## src/hdl/least_loaded_qualified_assigner_defines.svh

```systemverilog
// ----------------------------------------------------------------------------
// Assertion macros shared by the assigner modules
// Both macros sample on i_clk and are quiet while i_rst_n is low.
// ----------------------------------------------------------------------------
`ifndef LEAST_LOADED_QUALIFIED_ASSIGNER_DEFINES_SVH
`define LEAST_LOADED_QUALIFIED_ASSIGNER_DEFINES_SVH

// consequent must hold in the same cycle as the antecedent
`define LLQA_ASSERT_SAME(label, ante, cons, msg) \
    label: assert property (@(posedge i_clk) disable iff (!i_rst_n) (ante) |-> (cons)) \
        else $error(msg);

// consequent must hold in the cycle after the antecedent
`define LLQA_ASSERT_NEXT(label, ante, cons, msg) \
    label: assert property (@(posedge i_clk) disable iff (!i_rst_n) (ante) |=> (cons)) \
        else $error(msg);

`endif

```

## src/hdl/llqa_pkg.sv

```systemverilog
// ----------------------------------------------------------------------------
// llqa_pkg
// Types and constants shared by the least-loaded qualified assigner.
// ----------------------------------------------------------------------------
package llqa_pkg;

    // default table depth
    localparam int WORKER_SLOTS_DEF = 16;

    // field widths
    localparam int ACT_W   = 5;
    localparam int SLOT_FW = 4;
    localparam int ID_W    = 16;
    localparam int SKILL_W = 8;
    localparam int COST_W  = 16;
    localparam int HOURS_W = 16;
    localparam int BUSY_W  = 32;

    // operation codes
    localparam logic OP_LOAD = 1'b0;
    localparam logic OP_TASK = 1'b1;

    // input beat
    typedef struct packed {
        logic               op;
        logic [SLOT_FW-1:0] slot;
        logic [ID_W-1:0]    worker_id;
        logic [SKILL_W-1:0] worker_skill;
        logic [COST_W-1:0]  worker_cost;
        logic [SKILL_W-1:0] required_skill;
        logic [HOURS_W-1:0] task_hours;
    } t_in;

    // result beat
    typedef struct packed {
        logic            found;
        logic [ID_W-1:0] chosen_id;
    } t_out;

    // one worker table entry
    typedef struct packed {
        logic [ID_W-1:0]    id;
        logic [SKILL_W-1:0] skill;
        logic [COST_W-1:0]  cost;
        logic [BUSY_W-1:0]  busy;
    } t_entry;

    // controller to datapath
    typedef struct packed {
        logic capture;     // latch the input beat
        logic cfg_wr;      // write active worker count
        logic clr_idx;     // restart the table scan
        logic clr_flags;   // forget best and match
        logic issue;       // read next table entry
        logic match_phase; // 0: find best, 1: find first id match
        logic load_wr;     // write loaded entry
        logic busy_wr;     // write updated busy time
        logic emit;        // load the result register
    } t_cmd;

    // datapath to controller
    typedef struct packed {
        logic is_task;
        logic n_zero;
        logic last;
        logic have;
    } t_sts;

endpackage

```

## src/hdl/llqa_dp.sv

```systemverilog
// ----------------------------------------------------------------------------
// llqa_dp
// Worker table, scan compare, id match, saturating busy update, result reg.
// ----------------------------------------------------------------------------
`include "least_loaded_qualified_assigner_defines.svh"

module llqa_dp #(
    parameter int WORKER_SLOTS = llqa_pkg::WORKER_SLOTS_DEF
) (
    input  logic                       i_clk,
    input  logic                       i_rst_n,
    input  llqa_pkg::t_in              i_in_data,
    input  logic [llqa_pkg::ACT_W-1:0] i_cfg_data,
    input  llqa_pkg::t_cmd             i_cmd,
    output llqa_pkg::t_sts             o_sts,
    output llqa_pkg::t_out             o_out_data
);

    localparam int SLOT_W = (WORKER_SLOTS > 1) ? $clog2(WORKER_SLOTS) : 1;
    localparam int CNT_W  = $clog2(WORKER_SLOTS + 1);
    localparam int BUSY_W = llqa_pkg::BUSY_W;

    logic [llqa_pkg::ACT_W-1:0]   r_act;
    llqa_pkg::t_in                r_item;
    llqa_pkg::t_entry             r_mem [WORKER_SLOTS];
    llqa_pkg::t_entry             r_rd;
    logic [SLOT_W-1:0]            r_idx;
    logic                         r_pend;
    logic [SLOT_W-1:0]            r_pend_idx;
    logic                         r_have;
    logic [BUSY_W-1:0]            r_best_busy;
    logic [llqa_pkg::COST_W-1:0]  r_best_cost;
    logic [llqa_pkg::ID_W-1:0]    r_best_id;
    logic                         r_matched;
    logic [SLOT_W-1:0]            r_match_idx;
    llqa_pkg::t_entry             r_match_ent;
    llqa_pkg::t_out               r_out;

    logic [CNT_W-1:0]   w_n;
    logic               w_better;
    logic               w_upd;
    logic               w_hit;
    logic               w_slot_ok;
    logic [BUSY_W:0]    w_sum;
    logic [BUSY_W-1:0]  w_sat;
    logic               w_wr_en;
    logic [SLOT_W-1:0]  w_wr_addr;
    llqa_pkg::t_entry   w_wr_data;

    // active slot count, clamped to the table depth
    always_comb begin
        if (32'(r_act) >= WORKER_SLOTS) begin
            w_n = CNT_W'(WORKER_SLOTS);
        end else begin
            w_n = CNT_W'(r_act);
        end
    end

    assign o_sts.is_task = (i_in_data.op == llqa_pkg::OP_TASK);
    assign o_sts.n_zero  = (w_n == '0);
    assign o_sts.last    = (r_idx == SLOT_W'(w_n - CNT_W'(1)));
    assign o_sts.have    = r_have;

    // qualified and better than the best so far
    assign w_better = (r_rd.skill >= r_item.required_skill) &&
                      (!r_have || (r_rd.busy < r_best_busy) ||
                       ((r_rd.busy == r_best_busy) && (r_rd.cost < r_best_cost)));
    assign w_upd = r_pend && !i_cmd.match_phase && w_better;
    assign w_hit = r_pend && i_cmd.match_phase && !r_matched && (r_rd.id == r_best_id);

    // saturating busy update
    assign w_sum = {1'b0, r_match_ent.busy} + (BUSY_W + 1)'(r_item.task_hours);
    assign w_sat = w_sum[BUSY_W] ? {BUSY_W{1'b1}} : w_sum[BUSY_W-1:0];

    // table write port: load beat or busy update
    assign w_slot_ok = (32'(r_item.slot) < WORKER_SLOTS);
    assign w_wr_en   = (i_cmd.load_wr && w_slot_ok) || i_cmd.busy_wr;
    always_comb begin
        if (i_cmd.busy_wr) begin
            w_wr_addr      = r_match_idx;
            w_wr_data      = r_match_ent;
            w_wr_data.busy = w_sat;
        end else begin
            w_wr_addr       = SLOT_W'(r_item.slot);
            w_wr_data.id    = r_item.worker_id;
            w_wr_data.skill = r_item.worker_skill;
            w_wr_data.cost  = r_item.worker_cost;
            w_wr_data.busy  = '0;
        end
    end

    // worker table, registered read at the scan index
    always_ff @(posedge i_clk) begin
        if (w_wr_en) begin
            r_mem[w_wr_addr] <= w_wr_data;
        end
        r_rd <= r_mem[r_idx];
    end

    // scan control
    always_ff @(posedge i_clk) begin
        if (!i_rst_n) begin
            r_act     <= '0;
            r_idx     <= '0;
            r_pend    <= 1'b0;
            r_have    <= 1'b0;
            r_matched <= 1'b0;
        end else begin
            if (i_cmd.cfg_wr) begin
                r_act <= i_cfg_data;
            end
            r_pend <= i_cmd.issue;
            if (i_cmd.clr_idx) begin
                r_idx <= '0;
            end else if (i_cmd.issue) begin
                r_idx <= r_idx + SLOT_W'(1);
            end
            if (i_cmd.clr_flags) begin
                r_have    <= 1'b0;
                r_matched <= 1'b0;
            end else begin
                if (w_upd) begin
                    r_have <= 1'b1;
                end
                if (w_hit) begin
                    r_matched <= 1'b1;
                end
            end
        end
    end

    // payload registers
    always_ff @(posedge i_clk) begin
        if (i_cmd.capture) begin
            r_item <= i_in_data;
        end
        if (i_cmd.issue) begin
            r_pend_idx <= r_idx;
        end
        if (w_upd) begin
            r_best_busy <= r_rd.busy;
            r_best_cost <= r_rd.cost;
            r_best_id   <= r_rd.id;
        end
        if (w_hit) begin
            r_match_idx <= r_pend_idx;
            r_match_ent <= r_rd;
        end
        if (i_cmd.emit) begin
            r_out.found     <= r_have;
            r_out.chosen_id <= r_have ? r_best_id : '0;
        end
    end

    assign o_out_data = r_out;

    // checks
    `LLQA_ASSERT_SAME(a_update_has_match, i_cmd.busy_wr, r_matched, "busy update without id match")
    `LLQA_ASSERT_SAME(a_match_needs_best, r_matched, r_have, "id match without a chosen worker")
    `LLQA_ASSERT_SAME(a_busy_no_wrap, i_cmd.busy_wr, w_sat >= r_match_ent.busy, "busy time wrapped")

endmodule

```

## src/hdl/llqa_ctrl.sv

```systemverilog
// ----------------------------------------------------------------------------
// llqa_ctrl
// Sequencer for load and task beats, result and config handshakes.
// ----------------------------------------------------------------------------
`include "least_loaded_qualified_assigner_defines.svh"

module llqa_ctrl (
    input  logic            i_clk,
    input  logic            i_rst_n,
    input  logic            i_in_valid,
    output logic            o_in_stall,
    output logic            o_out_valid,
    input  logic            i_out_stall,
    input  logic            i_cfg_valid,
    output logic            o_cfg_ready,
    input  llqa_pkg::t_sts  i_sts,
    output llqa_pkg::t_cmd  o_cmd
);

    typedef enum logic [3:0] {
        S_IDLE,
        S_LOAD,
        S_SCAN,
        S_SCAN_END,
        S_CHECK,
        S_MATCH,
        S_MATCH_END,
        S_UPDATE,
        S_EMIT
    } t_state;

    t_state r_state;
    t_state n_state;
    logic   r_out_valid;
    logic   n_out_valid;
    logic   w_in_acc;
    logic   w_out_free;

    assign w_in_acc   = i_in_valid && (r_state == S_IDLE);
    assign w_out_free = !r_out_valid || !i_out_stall;

    assign o_in_stall  = (r_state != S_IDLE);
    assign o_cfg_ready = (r_state == S_IDLE);
    assign o_out_valid = r_out_valid;

    // commands and next state
    always_comb begin
        o_cmd             = '0;
        o_cmd.capture     = w_in_acc;
        o_cmd.cfg_wr      = i_cfg_valid && (r_state == S_IDLE);
        o_cmd.match_phase = (r_state == S_MATCH) || (r_state == S_MATCH_END);
        n_state           = r_state;
        n_out_valid       = r_out_valid && i_out_stall;
        unique case (r_state)
            S_IDLE: begin
                if (w_in_acc) begin
                    o_cmd.clr_idx   = 1'b1;
                    o_cmd.clr_flags = 1'b1;
                    if (!i_sts.is_task) begin
                        n_state = S_LOAD;
                    end else if (i_sts.n_zero) begin
                        n_state = S_EMIT;
                    end else begin
                        n_state = S_SCAN;
                    end
                end
            end
            S_LOAD: begin
                o_cmd.load_wr = 1'b1;
                n_state       = S_IDLE;
            end
            S_SCAN: begin
                o_cmd.issue = 1'b1;
                if (i_sts.last) begin
                    n_state = S_SCAN_END;
                end
            end
            S_SCAN_END: begin
                n_state = S_CHECK;
            end
            S_CHECK: begin
                o_cmd.clr_idx = 1'b1;
                n_state       = i_sts.have ? S_MATCH : S_EMIT;
            end
            S_MATCH: begin
                o_cmd.issue = 1'b1;
                if (i_sts.last) begin
                    n_state = S_MATCH_END;
                end
            end
            S_MATCH_END: begin
                n_state = S_UPDATE;
            end
            S_UPDATE: begin
                o_cmd.busy_wr = 1'b1;
                n_state       = S_EMIT;
            end
            S_EMIT: begin
                if (w_out_free) begin
                    o_cmd.emit  = 1'b1;
                    n_out_valid = 1'b1;
                    n_state     = S_IDLE;
                end
            end
            default: begin
                n_state = S_IDLE;
            end
        endcase
    end

    // state and result valid
    always_ff @(posedge i_clk) begin
        if (!i_rst_n) begin
            r_state     <= S_IDLE;
            r_out_valid <= 1'b0;
        end else begin
            r_state     <= n_state;
            r_out_valid <= n_out_valid;
        end
    end

    // checks
    `LLQA_ASSERT_NEXT(a_busy_after_accept, w_in_acc, o_in_stall, "no stall after accepted beat")
    `LLQA_ASSERT_NEXT(a_emit_sets_valid, o_cmd.emit, r_out_valid, "emitted result not presented")

endmodule

```

## src/hdl/least_loaded_qualified_assigner.sv

```systemverilog
// ----------------------------------------------------------------------------
// least_loaded_qualified_assigner
// Picks the least-busy qualified worker for each task beat and books its time.
// ----------------------------------------------------------------------------
// One beat is handled at a time. The worker table has a single read port:
// for a task beat one pass reads each of the n active slots (n =
// min(active_workers, WORKER_SLOTS)) to find the best worker, a second pass
// finds the first slot holding its id, whose busy time is then rewritten.
// With n zero the beat goes straight to the result, and with no qualified
// worker the second pass is skipped. A new result waits while i_out_stall
// holds the previous one. A finished result sits in the output register
// while the next beat is accepted.
// ----------------------------------------------------------------------------
module least_loaded_qualified_assigner #(
    parameter int WORKER_SLOTS = llqa_pkg::WORKER_SLOTS_DEF
) (
    input  logic                       i_clk,
    input  logic                       i_rst_n,
    input  logic                       i_in_valid,
    output logic                       o_in_stall,
    input  llqa_pkg::t_in              i_in_data,
    output logic                       o_out_valid,
    input  logic                       i_out_stall,
    output llqa_pkg::t_out             o_out_data,
    input  logic                       i_cfg_valid,
    output logic                       o_cfg_ready,
    input  logic [llqa_pkg::ACT_W-1:0] i_cfg_data
);

    llqa_pkg::t_cmd w_cmd;
    llqa_pkg::t_sts w_sts;

    // sequencer
    llqa_ctrl u_ctrl (
        .i_clk       (i_clk),
        .i_rst_n     (i_rst_n),
        .i_in_valid  (i_in_valid),
        .o_in_stall  (o_in_stall),
        .o_out_valid (o_out_valid),
        .i_out_stall (i_out_stall),
        .i_cfg_valid (i_cfg_valid),
        .o_cfg_ready (o_cfg_ready),
        .i_sts       (w_sts),
        .o_cmd       (w_cmd)
    );

    // worker table and compare
    llqa_dp #(
        .WORKER_SLOTS (WORKER_SLOTS)
    ) u_dp (
        .i_clk      (i_clk),
        .i_rst_n    (i_rst_n),
        .i_in_data  (i_in_data),
        .i_cfg_data (i_cfg_data),
        .i_cmd      (w_cmd),
        .o_sts      (w_sts),
        .o_out_data (o_out_data)
    );

endmodule
```

## config.mk

```make
export PLATFORM = sky130hd
export DESIGN_NAME = least_loaded_qualified_assigner
export DESIGN_NICKNAME = d
export VERILOG_FILES = /design/src/hdl/llqa_pkg.sv /design/src/hdl/llqa_dp.sv /design/src/hdl/llqa_ctrl.sv /design/src/hdl/least_loaded_qualified_assigner.sv
export VERILOG_INCLUDE_DIRS = /design/src /design/src/hdl
export SDC_FILE = /design/constraint.sdc
export NUM_CORES = 1
export LEC_CHECK = 0
export ABC_AREA = 1
export BUFFER_PORTS_ARGS = -buffer_cell sky130_fd_sc_hd__buf_2
export CORE_UTILIZATION = 50
export DETAILED_ROUTE_END_ITERATION = 12
export PLACE_DENSITY = 0.66
export SETUP_SLACK_MARGIN = 0.15
export SLEW_MARGIN = 20
export SYNTH_ARGS = -nofsm -noshare
export SYNTH_HDL_FRONTEND = slang
export SYNTH_SLANG_ARGS = --single-unit
```

## constraint.sdc

```tcl
create_clock -name i_clk -period 6.7 [get_ports i_clk]
set_input_delay 1.34 -clock i_clk [delete_from_list [all_inputs] [get_ports i_clk]]
set_output_delay 1.34 -clock i_clk [all_outputs]
set_load 0.005 [all_outputs]
```

==> run_results.csv, run 1 <==
group,metric,value,unit
finish,seqCellArea,0.04327,mm2
finish,diodes,0,
die,row_count,124,
worst_setup_path,cp-start-kind,"register",
global_routing,grt_pass1_wl,203.9,mm
global_routing,antenna_found_initial,0,
cts,hold_buffers,0,
global_routing,grt_pass1_vias,33610,
placement,numPlacedInstances,5598,
sta,hold_viol,0,
worst_setup_path,endpoint,"u_dp.r_mem[2][17]",
cts,cts_root_buf,"clkbuf_16",
die,io_pins,99,
finish,fillers,8922,
routing,wl,134.1,mm
sta,fin_skew,0.02823,ns
run,drv_cap,0,
pwr,leakagePower,21.02,nW
routing,num_vias,34250,
sta,fin_crit_sh,62.95,%
cts,htreeDepth,4,
cts,postCtsResizedCells,0,
worst_setup_path,cp_num_buf_inv,5,
routing,drc,0,
hold_path,hold_path.class,"register to register",
worst_setup_path,worstPathCellList,"inv_2, nor2_1, nand3_4, inv_2, or2_1, o21ai_1, inv_1, nand3_1, nor2_4, buf_4, buf_4",
routing,drt-pass1-iter-count,7,
cts,clkTransAtPathRegs,0.07,ns
placement,dp_hpwl,72.97,mm
sta,grt_setup_unrepaired,"false",
worst_setup_path,crit_arrival,4.59,ns
die,core,0.1150,mm2
worst_setup_path,reg2reg_slack,2.48,ns
pwr,vdd_drop_max,0.3347,mV
die,die_w,343.5,um
cts,cts_buffer_depth,3,
worst_setup_path,critPathKind,"register to register",
worst_setup_path,crit_required,7.07,ns
worst_setup_path,startpoint,"u_ctrl.r_state[2]",
sta,max_freq,237.1,MHz
logic_synthesis,synth-edff-count,1381,
sta,worst_pin_slew,1.129,ns
sta,tns,0,ns
routing,postRouteAntennaNets,0,
finish,final_util,56.67,%
cts,worstSkewPairLatency,0.75,ns
logic_synthesis,synth_seq_cells,1470,
cts,post-cts-setup-buffer-count,0,
logic_synthesis,synth_cells,4163,
pwr,power_density,334.5,mW/mm2
cts,cts_sinks,1470,
outcome,outcome,"complete, no violations",
die,initial_core_util,50.73,%
worst_setup_path,reg2reg_from,"u_ctrl.r_state[2]",
routing,drt-wirelength-per-cell,22.83,um
finish,stdcell_count,5873,
routing,via_per_inst,5.832,
logic_synthesis,synth.distinct_cells,53,
sta,setup_viol,0,
logic_synthesis,seq_area_frac_synth,74.16,%
worst_setup_path,cpLargestDelayFamily,"buffers and inverters",
logic_synthesis,async_flop_share,0,%
die,die-area,0.1180,mm2
logic_synthesis,synth.avg_cell_area,14.01,um2
placement,routabilityCongestion,0.8369,
logic_synthesis,ys.flop_type,"edfxtp_1",
finish,final_nets,4390,
worst_setup_path,r2r-end,"u_dp.r_mem[2][17]",
worst_setup_path,setup.worst_path.end_class,"register",
logic_synthesis,synth.net_count,4316,
sta,relSlewSlack,24.54,%
global_routing,grt_max_degree,243,
sta,min_period,4.218,ns
worst_setup_path,cp_max_fo,37,
routing,drtIter0Drc,3553,
finish,layout-drive-gt1-share,10.39,%
die,die_y,343.5,um
worst_setup_path,reg2regPathDepth,11,
logic_synthesis,yosys_warnings,0,
worst_setup_path,cp.depth,11,
sta,drv_slew,0,
global_routing,gr-usage-all-layers,22.82,%
logic_synthesis,syn_area,0.05832,mm2
cts,cts_tree,"yes",
global_routing,grt_overflow_total,0,
finish,syn_to_final_growth,11.71,%
cts,cts_inserted_buffers,148,
worst_setup_path,slowest_stage,"buf_4",
finish,multi_input_area,0.01337,mm2
placement,io_buffers,98,
worst_setup_path,max_stage_delay,0.65,ns
cell usage after synthesis, types with 51 or more instances:
library cell,n,share of area [%]
a21oi_1,51,0.44
buf_2,53,0.45
clkbuf_1,133,0.86
dfxtp_1,89,3.1
edfxtp_1,1381,71
ha_1,73,1.6
inv_1,192,1.2
mux2i_1,209,3.6
nand2_1,457,2.9
nand3_1,115,0.99
nor2_1,546,3.5
o211ai_1,74,0.95
o21ai_0,307,2.6
o221ai_1,208,3.1
o32ai_1,74,1.1
layout by cell type (no fill, tap or decap), types with 4 or more instances in the layout:
master	instances
clkinvlp_4	7
clkinv_2	29
ha_1	73
dfxtp_4	4
nand3_1	115
dfxtp_1	85
nand4_1	13
buf_2	98
o221ai_1	208
clkbuf_1	36
mux2i_1	209
buf_12	10
o32ai_1	74
o211ai_1	74
clkbuf_8	5
edfxtp_1	1381
bufinv_16	9
and2_1	4
o22ai_1	9
o21ai_0	307
buf_4	45
a21oi_1	51
nor2_4	19
nand2_1	457
nor2_1	527
xor2_1	7
nand2_2	4
inv_2	14
clkbuf_16	151
inv_1	188
clkinv_1	24
xnor2_1	19
nor3_1	20
clkinv_8	4
a21oi_2	17
o21ai_1	8
inv_6	8
state kept, by name (all words and copies together), names as in the netlist:
signal / flops
u_ctrl.o_out_valid: 1
u_ctrl.r_state: 4
u_dp.o_out_data: 17
u_dp.r_act: 5
u_dp.r_best_busy: 32
u_dp.r_best_cost: 16
u_dp.r_best_id: 16
u_dp.r_have: 1
u_dp.r_idx: 4
u_dp.r_item: 68
u_dp.r_match_ent: 72
u_dp.r_match_idx: 4
u_dp.r_matched: 1
u_dp.r_mem: 1152
u_dp.r_pend: 1
u_dp.r_pend_idx: 4
u_dp.r_rd: 72
worst min-delay path by stage:
stage,start,end,slack (ns),cells past startpoint
floorplan,u_dp.r_pend_idx[0],u_dp.r_match_idx[0],0.40,0
global placement,u_dp.r_pend_idx[0],u_dp.r_match_idx[0],0.40,0
detailed placement,u_dp.r_pend_idx[2],u_dp.r_match_idx[2],0.41,0
CTS,u_dp.r_pend_idx[2],u_dp.r_match_idx[2],0.43,0
global route,u_dp.r_pend_idx[2],u_dp.r_match_idx[2],0.43,0
finish,u_dp.r_pend_idx[2],u_dp.r_match_idx[2],0.42,0
routing by layer:
layer  wire length [um]  GRT usage [%]  vias up  share of wire (%)
met3               8978          3.260      245                6.7
met4               3479          7.204        0                2.6
met2              62910          35.93     1319                 47
met5                  0              0        -                  0
li1                   -              -    15690                  -
met1              58700          32.98    17000                 44
cell families (layout without fill, tap and decap cells):
family                     after synthesis  count (layout)  share of synthesized area [%]
muxes                                  209             209                          3.587
DFF                                   1470            1470                          74.16
AOI/OAI and AO/OA                      757             757                          8.819
xor gates and xnor gates                26              26                         0.3905
buffers and inverters                  440             638                          3.149
adders and majority gates               74              74                          1.600
and+or+nand+nor                       1187            1187                          8.294
where the power goes:
part           leakage (nW)  internal, mW  switching [mW]  total [mW]
clock                  2.29          4.57            3.44        8.00
sequential             12.6          10.9           0.261        11.1
combinational          6.16         0.761            1.90        2.66
total                  21.0          16.2            5.60        21.8
worst register-to-register path: cells and delay by family (launching register included):
family	cells	cell delay, ns
AO/OA/AOI/OAI	1	0.11
AND/OR/NAND/NOR	5	1.40
flip-flops	1	0.37
buffers and inverters	5	1.93
final cells by class:
cell class	count	area share, %
tap	1512	2.904
timing repair buffer	156	1.705
inverter	208	1.231
clock inverter	82	1.112
multi-input combinational	2253	20.53
clock buffer	192	6.113
sequential	1470	66.41
stage by stage:
| step | setup slack (ns) | total power, mW | hold slack [ns] | instance area (um2) |
|---|---|---|---|---|
| floorplan | 1.992 | 13.09 | 0.4003 | 58320 |
| global placement | 2.349 | 13.92 | 0.4033 | 60340 |
| detailed placement | 2.542 | 13.98 | 0.4116 | 60420 |
| CTS | 2.505 | 21.92 | 0.4265 | 65130 |
| global route | 2.260 | 22.58 | 0.4264 | 65150 |
| finish | 2.482 | 21.80 | 0.4247 | 65150 |
No activity file was read; power rests on OpenSTA's default activity.
==> inputs of run 2 (changes only) <==
==> constraint.sdc (replaced) <==
create_clock -name i_clk -period 4.2 [get_ports i_clk]
set_input_delay 0.84 -clock i_clk [delete_from_list [all_inputs] [get_ports i_clk]]
set_output_delay 0.84 -clock i_clk [all_outputs]
set_load 0.005 [all_outputs]
==> run_results.csv, run 2 (same netlist as run 1, synthesis figures left out) <==
group,metric,value,unit
finish,reg_top3,"u_dp.r_mem (1152), u_dp.r_match_ent (72), u_dp.r_rd (72)",
cts,hold_buffers,0,
sta,relSlewSlack,25.34,%
global_routing,gr-usage-all-layers,23.82,%
routing,wl,140.0,mm
hold_path,hold_path.class,"input port to register",
sta,worst_pin_slew,1.120,ns
cts,cts_buffer_depth,3,
global_routing,grt_max_degree,159,
finish,largest_reg_flops,1152,
global_routing,grt_pass1_vias,33720,
routing,via_per_inst,5.886,
worst_setup_path,r2r-end,"u_dp.r_best_cost[11]",
routing,drt-pass1-iter-count,9,
pwr,intPower,26.26,mW
sta,hold_viol,0,
worst_setup_path,slowest_stage,"dfxtp_1",
sta,tns,0,ns
finish,syn_to_final_growth,12.52,%
cts,cts_sinks,1470,
die,die_y,343.5,um
sta,setup_viol,0,
cts,cts_inserted_buffers,147,
placement,io_buffers,98,
worst_setup_path,max_stage_delay,0.34,ns
die,initial_core_util,50.73,%
worst_setup_path,crit_required,4.61,ns
die,core,0.1150,mm2
placement,dp_hpwl,75.83,mm
die,row_count,124,
routing,postRouteAntennaNets,0,
global_routing,antenna_found_initial,2,
die,die-area,0.1180,mm2
cts,post-cts-setup-buffer-count,0,
hold_path,hold_start,"i_in_data[51]",
worst_setup_path,cp_max_fo,48,
pwr,p_seq_share,50.3,%
pwr,p_sw_share,25.54,%
hold_path,hold_depth,1,
global_routing,grt_pass1_wl,210.5,mm
worst_setup_path,reg2reg_slack,1.18,ns
routing,drtIter0Drc,4185,
cts,worstSkewPairLatency,0.76,ns
routing,drc,0,
global_routing,grt_overflow_total,0,
finish,final_common_cell,"edfxtp_1",
cts,cts_root_buf,"clkbuf_16",
pwr,leakagePower,21.24,nW
cts,htreeDepth,4,
sta,fin_crit_sh,71.91,%
outcome,outcome,"complete, no violations",
worst_setup_path,critPathKind,"register to register",
cts,cts_tree,"yes",
worst_setup_path,crit_arrival,3.43,ns
sta,max_freq,331.1,MHz
pwr,vdd_drop_max,0.4395,mV
pwr,p_comb_share,12.4,%
hold_path,holdPathEnd,"u_dp.r_item[51]",
finish,final_nets,4404,
pwr,p_switching,9.005,mW
cts,clkTransAtPathRegs,0.06,ns
sta,fin_skew,0.02868,ns
worst_setup_path,reg2reg_from,"u_dp.r_rd[3]",
placement,numPlacedInstances,5614,
die,io_pins,99,
worst_setup_path,setup.worst_path.end_class,"register",
finish,largest_register,"u_dp.r_mem",
finish,diodes,0,
finish,layout-drive-gt1-share,10.67,%
cts,postCtsResizedCells,0,
routing,drt-wirelength-per-cell,23.76,um
run,drv_cap,0,
pwr,power_density,537.4,mW/mm2
routing,num_vias,34660,
worst_setup_path,reg2regPathDepth,12,
placement,routabilityCongestion,0.9141,
sta,min_period,3.020,ns
sta,drv_slew,0,
worst_setup_path,cp-start-kind,"register",
finish,stdcell_count,5889,
sta,grt_setup_unrepaired,"false",
finish,final_cell_mix,"edfxtp_1, nor2_1, nand2_1, o21ai_0, mux2i_1",
pwr,clkPwrFrac,37.3,%
die,die_w,343.5,um
worst_setup_path,worstPathCellList,"ha_1, nand2_1, inv_1, nand3_1, nor3_1, nand2_1, nor2_1, nand3_1, nand3_1, nand2_1, clkinv_2, buf_12",
==> run 2: layout make-up <==
type / instances / area, um2
inverters: 208 / 802.0
repair buffers: 171 / 1426
fillers: 8872 / 49340
clock buffers: 198 / 4129
flip-flops and latches: 1470 / 43270
multi-input cells: 2253 / 13370
well taps: 1512 / 1892
clock inverters: 77 / 739.5
==> run 2: power by group through the flow <==
stage | combinational, mW | sequential, mW | clock, mW
3_3_place_gp | 4.33 | 18.0 | 0
3_5_place_dp | 4.37 | 18.0 | 0
2_1_floorplan | 3.01 | 17.9 | 0
5_1_grt | 4.82 | 17.8 | 13.8
4_1_cts | 4.39 | 17.7 | 13.3
6_report | 4.39 | 17.7 | 13.2
==> run 2: per-layer routing <==
metal	global-route usage (%)	share of wire, %
met1	34.81	44
met4	6.296	2.0
met5	0	0.0093
met3	3.216	6.8
met2	37.74	47
==> run 2: worst max-delay path by stage <==
stage | start | endpoint | slack (ns) | cells after the start
after global routing | u_dp.r_best_busy[31] | u_dp.r_best_cost[15] | 0.98 | 12
after global placement | u_dp.r_best_busy[31] | u_dp.r_best_cost[12] | 1.15 | 12
after detailed placement | u_dp.r_best_busy[31] | u_dp.r_best_cost[12] | 1.14 | 12
final | u_dp.r_rd[3] | u_dp.r_best_cost[11] | 1.18 | 12
after CTS | u_dp.r_best_busy[31] | u_dp.r_best_cost[11] | 1.13 | 12
after floorplan | u_ctrl.r_state[2] | u_dp.r_mem[0][0] | -0.51 | 7
==> run 2: per-stage QoR <==
step / area (um2) / setup WS [ns] / power (mW) / hold slack [ns] / utilization (%)
finish: 65620 / 1.180 / 35.26 / 0.2507 / 57.08
global route: 65620 / 0.9838 / 36.45 / 0.2159 / 57.08
CTS: 65620 / 1.126 / 35.45 / 0.2031 / 57.08
detailed placement: 60760 / 1.140 / 22.39 / 0.4052 / 52.85
global placement: 60760 / 1.147 / 22.34 / 0.4015 / 52.85
floorplan: 58320 / -0.5075 / 20.88 / 0.4003 / -
==> run 2: critical path, delay by kind of cell (launching register included) <==
| kind | cells | cell delay, ns |
|---|---|---|
| adder cells (fa/ha/maj) | 1 | 0.31 |
| buffers and inverters | 3 | 0.71 |
| flip-flops | 1 | 0.34 |
| AND/OR/NAND/NOR | 8 | 1.24 |
